<file path="src/csrsa_pkg.sv">
// shared types and constants for the sparse row scatter-accumulate store
package csrsa_pkg;

  localparam int FUNC_W   = 3;
  localparam int DOF_W    = 11;
  localparam int SLOT_W   = 15;
  localparam int VAL_W    = 32;
  localparam int ACC_W    = 48;
  localparam int POS_W    = 14;
  localparam int COL_W    = 10;
  localparam int STATUS_W = 2;

  localparam logic [FUNC_W-1:0] FUNC_LOAD_ROW = 3'd0;
  localparam logic [FUNC_W-1:0] FUNC_LOAD_COL = 3'd1;
  localparam logic [FUNC_W-1:0] FUNC_ADD      = 3'd2;
  localparam logic [FUNC_W-1:0] FUNC_READ     = 3'd3;
  localparam logic [FUNC_W-1:0] FUNC_CLEAR    = 3'd4;

  localparam logic [STATUS_W-1:0] ST_DONE = 2'd0;
  localparam logic [STATUS_W-1:0] ST_SKIP = 2'd1;
  localparam logic [STATUS_W-1:0] ST_MISS = 2'd2;

  typedef enum logic [3:0] {
    S_CLEAR,
    S_IDLE,
    S_DECODE,
    S_ROW_A,
    S_ROW_B,
    S_SCAN,
    S_ACC_RD,
    S_ACC_UPD,
    S_DONE
  } state_t;

  typedef struct packed {
    logic capture;
    logic decode;
    logic row_a;
    logic row_b;
    logic scan;
    logic acc_rd;
    logic acc_upd;
    logic set_skip;
    logic set_miss;
    logic clr_step;
    logic out_load;
  } cmd_t;

  typedef struct packed {
    logic is_lookup;
    logic is_clear;
    logic skip;
    logic row_bad;
    logic hit;
    logic more;
    logic clr_last;
    logic out_busy;
  } stat_t;

endpackage

</file>
<file path="src/csrsa_ctrl.sv">
// controller state machine: sequences load, lookup, accumulate and clear
module csrsa_ctrl
  import csrsa_pkg::*;
(
  input  logic  clk,
  input  logic  rst,
  input  logic  in_valid,
  output logic  in_ready,
  input  stat_t stat,
  output cmd_t  cmd
);

  state_t state, state_next;
  logic   clear_reply;

  always_ff @(posedge clk) begin
    if (rst) begin
      state       <= S_CLEAR;
      clear_reply <= 1'b0;
    end else begin
      state <= state_next;
      if (state == S_DECODE && stat.is_clear) begin
        clear_reply <= 1'b1;
      end else if (state == S_CLEAR && stat.clr_last) begin
        clear_reply <= 1'b0;
      end
    end
  end

  always_comb begin
    state_next = state;
    case (state)
      S_CLEAR: begin
        if (stat.clr_last) begin
          state_next = clear_reply ? S_DONE : S_IDLE;
        end
      end
      S_IDLE: begin
        if (in_valid) begin
          state_next = S_DECODE;
        end
      end
      S_DECODE: begin
        if (stat.is_clear) begin
          state_next = S_CLEAR;
        end else if (stat.is_lookup && !stat.skip && !stat.row_bad) begin
          state_next = S_ROW_A;
        end else begin
          state_next = S_DONE;
        end
      end
      S_ROW_A: state_next = S_ROW_B;
      S_ROW_B: state_next = S_SCAN;
      S_SCAN: begin
        if (stat.hit) begin
          state_next = S_ACC_RD;
        end else if (!stat.more) begin
          state_next = S_DONE;
        end
      end
      S_ACC_RD:  state_next = S_ACC_UPD;
      S_ACC_UPD: state_next = S_DONE;
      S_DONE: begin
        if (!stat.out_busy) begin
          state_next = S_IDLE;
        end
      end
      default: state_next = S_IDLE;
    endcase
  end

  always_comb begin
    cmd      = '0;
    in_ready = 1'b0;
    case (state)
      S_CLEAR: cmd.clr_step = 1'b1;
      S_IDLE: begin
        in_ready    = 1'b1;
        cmd.capture = in_valid;
      end
      S_DECODE: begin
        cmd.decode = 1'b1;
        if (stat.is_lookup) begin
          cmd.set_skip = stat.skip;
          cmd.set_miss = !stat.skip && stat.row_bad;
        end
      end
      S_ROW_A: cmd.row_a = 1'b1;
      S_ROW_B: cmd.row_b = 1'b1;
      S_SCAN: begin
        cmd.scan     = 1'b1;
        cmd.set_miss = !stat.hit && !stat.more;
      end
      S_ACC_RD:  cmd.acc_rd = 1'b1;
      S_ACC_UPD: cmd.acc_upd = 1'b1;
      S_DONE:    cmd.out_load = !stat.out_busy;
      default:   cmd = '0;
    endcase
  end

  assert property (@(posedge clk) rst |=> !in_ready)
    else $error("input taken while the clearing pass runs");

  assert property (@(posedge clk) disable iff (rst) state == S_ACC_RD |=> state == S_ACC_UPD)
    else $error("accumulator read not followed by update");

  assert property (@(posedge clk) disable iff (rst) cmd.out_load |-> !stat.out_busy)
    else $error("result loaded over one not yet taken");

endmodule

</file>
<file path="config.mk">
export PLATFORM = sky130hd
export DESIGN_NAME = csrsa_ctrl
export DESIGN_NICKNAME = d
export VERILOG_FILES = /design/src/csrsa_pkg.sv /design/src/csrsa_ctrl.sv
export SDC_FILE = /design/constraint.sdc
export NUM_CORES = 1
export LEC_CHECK = 0
export BUFFER_PORTS_ARGS = -buffer_cell sky130_fd_sc_hd__buf_4
export CAP_MARGIN = 10
export CORE_AREA = 2 2 39 41
export DETAILED_ROUTE_END_ITERATION = 7
export DIE_AREA = 0 0 41 43
export PLACE_DENSITY_LB_ADDON = 0.15
export SLEW_MARGIN = 10
export SYNTH_ARGS = -nofsm -noshare
export SYNTH_HDL_FRONTEND = slang
export SYNTH_SLANG_ARGS = --single-unit
</file>
<file path="constraint.sdc">
create_clock -name clk -period 1.5 [get_ports clk]
set_input_delay 0.075 -clock clk [delete_from_list [all_inputs] [get_ports clk]]
set_output_delay 0.075 -clock clk [all_outputs]
set_load 0.05 [all_outputs]
</file>
---- After elaboration in Yosys (flattened, before gate mapping) ----
Index checks and enable logic that the tools add are counted.
operators by class
  reduce and logical (&&, ||, !) cells .... 14
  equal/unequal tests ..................... 12
  muxes and demuxes ....................... 24
operators by type and width
  kind                count
  $pmux 4 s9          1
  $mux 4              8
  $eq 4x3->1 const B  4
  $mux 1              13
  $eq 4x2->1 const B  2
  $logic_and 1x1->1   6
  $ne 2x2->1 const B  3
  $logic_not 1->1     5
  $eq 4x1->1 const B  1
  $eq 4x4->1 const B  1
  $logic_not 4->1     1
  $reduce_and 4->1    1
  $ne 3x3->1 const B  1
  $mux 2              1
  $pmux 1 s2          1
  $reduce_bool 2->1   1
storage, ports and cells
  register bits after elaboration ......... 5
  output and inout bits ................... 12
  logic and storage cells ................. 52

---- Depth between registers and ports, before layout ----
  depth in word-level cells ............... 6
  gate-level depth with buffers ........... 5

---- Worst setup path before layout ----
No wires, ideal clock.
  kind .................................... reg-to-reg
  start point ............................. register state[1]
  end point ............................... register clear_reply
  period minus slack after synthesis ...... 2.508 ns
  arrival time ............................ 2.392 ns
  slack ................................... -1.008 ns
  setup time .............................. 0.117 ns
  stages on the path, launching flop included .. 6
  required time ........................... 1.383 ns
  path through ............................ dfxtp_1 -> buf_2 -> nor4_1 -> nand2_1 -> a22oi_1 -> nor2_1
on the way
  cells in the longest elaborated chain, start to end .. 3
  elaborated cells between the ends (all ways) .. 6
  classes of those cells .................. 1 x eq/ne; 1 x mux; 4 x reduce/logical
ends and longest elaborated chain
  item                                                  RTL line                            RTL
  start: declaration                                    csrsa_ctrl.sv:13                    state_t state, state_next;
  start signal: assignment                              csrsa_ctrl.sv:21                    state <= state_next;
  $eq 4x2->1 / $logic_not 4->1 (equally long branches)  csrsa_ctrl.sv:22, csrsa_ctrl.sv:24
  $logic_and 1x1->1 (on tied branches)                  csrsa_ctrl.sv:22, csrsa_ctrl.sv:24
  $mux 1 / $reduce_bool 2->1 (equally long branches)    -
  end signal: assignment                                csrsa_ctrl.sv:19                    clear_reply <= 1'b0;
  end signal: assignment                                csrsa_ctrl.sv:23                    clear_reply <= 1'b1;
  end signal: assignment                                csrsa_ctrl.sv:25                    clear_reply <= 1'b0;
  end: declaration                                      csrsa_ctrl.sv:14                    logic clear_reply;
Several ways; a longest one is shown, not always the timed one.
A chain may end at the register's enable or synchronous reset.

==> metrics.md <==
| Metric | Value |
|---|---|
| Area of the core | 1380 µm² |
| Ports | 23 |
| Wire length of the first global-routing pass | 1.81 mm |
| Adder-Cell Fraction of Synth Area | 0% |
| Mux contribution to synthesized area | 2.14% |
| Hold crit path type | in -> reg |
| H-tree lvl count | 1 |
| Area delta synth->final | 64.9% |
| P per Cell Area | 743 nW/µm² |
| Synth area leaders | dfxtp_1 21%, nor2_1 8.0%, nand2_1 6.4% |
| Cts bufs inserted | 3 |
| Sink Count | 5 |
| Max clock buf depth | 2 |
| Critical path buffer and inverter count | 1 |
| Starting density of the core | 33.7% |
| Clk pin slew, worst setup/hold paths | 0.04 ns |
| Status | complete, no violations |
| Synth area leader | dfxtp_1 |
| Initial DRC Count | 13 |
| CP Data Required Time | 1.42 ns |
| Top sig layer | met3 |
| Via count | 545 |
| Max IR drop VDD | 0.000547 V |
| Die X | 41 µm |
| Largest net degree at the start of global routing | 12 |
| Port Buffer Count | 22 |
| Final instance count without filler cells | 108 |
| Root buffer cell | clkbuf_4 |
| Wire length per cell | 10.9 µm |
| Slew @ Worst Pin | 0.355 ns |
| Cells after DPL | 103 |
| Register bit total from synthesis | 5 |
| Worst path cell trace | nor4b_4 > nand4b_1 > nand2_4 > buf_8 |
| Total power | 0.000572 W |
| Layout cells sized above 1 | 53.3% |
| Fin Hold WS | 0.0415 ns |
| All-layer global routing usage | 14.9% |
| Die ar. | 1760 µm² |
| Site Rows | 14 |
| Seq/Total Area, Yosys | 21.4% |
| Reg2Reg Setup Slack | 0.17 ns |
| Unique masters post-synth | 29 |
| Highest-delay cell along the critical path | dfxtp_4 |
| Max Freq | 0.689 GHz |
| Syn_nets | 74 |
| Slowest stage delay, CP | 0.38 ns |
| Commonest non-fill, non-tap cell in the layout | buf_4 |
| Min cycle time layout | 1.45 ns |
| Worst path top cell family by delay | simple AND/OR/NAND/NOR gates |
| Synth Cell Area | 467 µm² |
| CP Max Fanout | 11 |
| Largest family of logic cells by synthesized area | simple AND/OR/NAND/NOR gates |
| Max-cap violations | 0 |
| Avg Cell Area, Syn | 7.41 µm² |
| Vias per inst | 5.05 |
| # setup viols final | 0 |
| Nets | 104 |
| Crit Path Class | reg -> out |
| CTS hold repair buffers | 0 |
| Initial antenna violation count | 0 |
| RSZ-0062 raised after global routing | true |
| Fillers | 142 |
| ANT nets after route | 0 |
| Metal3 WL | 80 µm |
| Dpl hpwl | 954 µm |
| Skew final | 0.00211 ns |
| Gpl congestion | 0.809 |
| Data arrival, critical path | 1.38 ns |
| Slew margin rel. | 76.2% |
| ANT cells | 0 |
| Routed WL | 1.18 mm |
| Setup crit end kind | output pin |
| Post-synthesis xor/xnor area fraction | 0% |
| Total gr overflow | 0 |
| Max-slew violations | 0 |
| Synth warn | 0 |
| Final Hold Viols | 0 |
| DRC | 0 |
| Worst setup SP type | flip-flop |
| Synth Area in Compound Gates | 24.1% |
| Die H | 43 µm |
| Post-placement cell area | 713 µm² |
| Mapped Cells | 63 |
| Drt first pass iters | 3 |
| Fin area | 769 µm² |
| Pleak | 0.332 nW |
| Synth Area in Simple Gates | 47.5% |
| Number of global-route vias before repair | 435 |
| CTS tree | built |
| Clk_lat worst skew | 0.24 ns |
| Met2 WL | 544 µm |
| Yosys top cell area share | 21.4% |
| Period utilization | 96.7% |
| Routed metal-1 wire length | 553 µm |
| Commonest cells after routing, fill and taps aside | 27 x buf_4, 8 x nor2_1, 7 x nand2_1 |
## registers in the layout, indices dropped and copies added, names as in the netlist
name,cells
clear_reply,1
state,4
## cell families (layout without fill, tap and decap cells)
logic type	after synthesis	count (layout)
compound gates	15	15
mux	1	1
buf+inv	4	33
simple gates	38	38
flops	5	5
## what timing repair did
action,4_1_cts,5_1_grt
resized for setup,3,5
endpoints found under the setup margin,6,5
pin swaps,0,2
gates cloned,0,0
setup buffers,1,0
## cells in the mapped netlist (all sizes together)
library cell,number
a211oi,1
a21oi,4
a22oi,1
a2bb2oi,1
a31oi,1
and2,1
and3,1
and3b,1
buf,4
dfxtp,5
mux2i,1
nand2,8
nand2b,4
nand4b,2
nor2,10
nor2b,1
nor3,5
nor3b,2
nor4,1
nor4b,2
o21a,1
o21ai,3
o21bai,1
o31ai,1
o32ai,1
## cell type report
| type | count | area [µm²] | share of cell area (%) |
|---|---|---|---|
| Timing Repair Buffer | 29 | 229 | 29.8 |
| Multi-Input combinational cell | 54 | 388 | 50.4 |
| Clock buffer | 4 | 26.3 | 3.41 |
| Sequential cell | 5 | 106 | 13.8 |
| Tap cell | 16 | 20.0 | 2.60 |
## per-stage QoR
step                      setup TNS [ns]  worst slack [ns]  utilization, %
after floorplan                    -1.59            -0.382               -
after global placement                 0             0.126            51.5
after detailed placement               0             0.108            51.5
after CTS                       -0.00639          -0.00639            54.5
after global routing             -0.0422           -0.0422            55.6
final                                  0            0.0491            55.6
## power by group
part | leakage, nW | switching [W] | internal [W] | total [W]
clock network | 0.0150 | 0.0000511 | 0.000100 | 0.000151
registers | 0.0422 | 0.0000246 | 0.000145 | 0.000169
logic | 0.275 | 0.000143 | 0.000108 | 0.000251
## routing by layer
| layer | vias to the layer above | global-route usage [%] |
|---|---|---|
| met2 | 16 | 21.6 |
| met4 | 0 | 6.00 |
| met1 | 239 | 19.7 |
| li1 | 290 | - |
| met3 | 0 | 4.71 |
| met5 | - | 0 |
## path summary, 6_finish.rpt
kind,start,endpoint,depth (start not counted)
worst max-delay path,state[0],cmd[2],4
worst min register to register,clear_reply,clear_reply,2
worst min-delay path,rst,state[1],2
worst max register to register,state[0],state[1],4
Power figures use the tool's default switching activity.
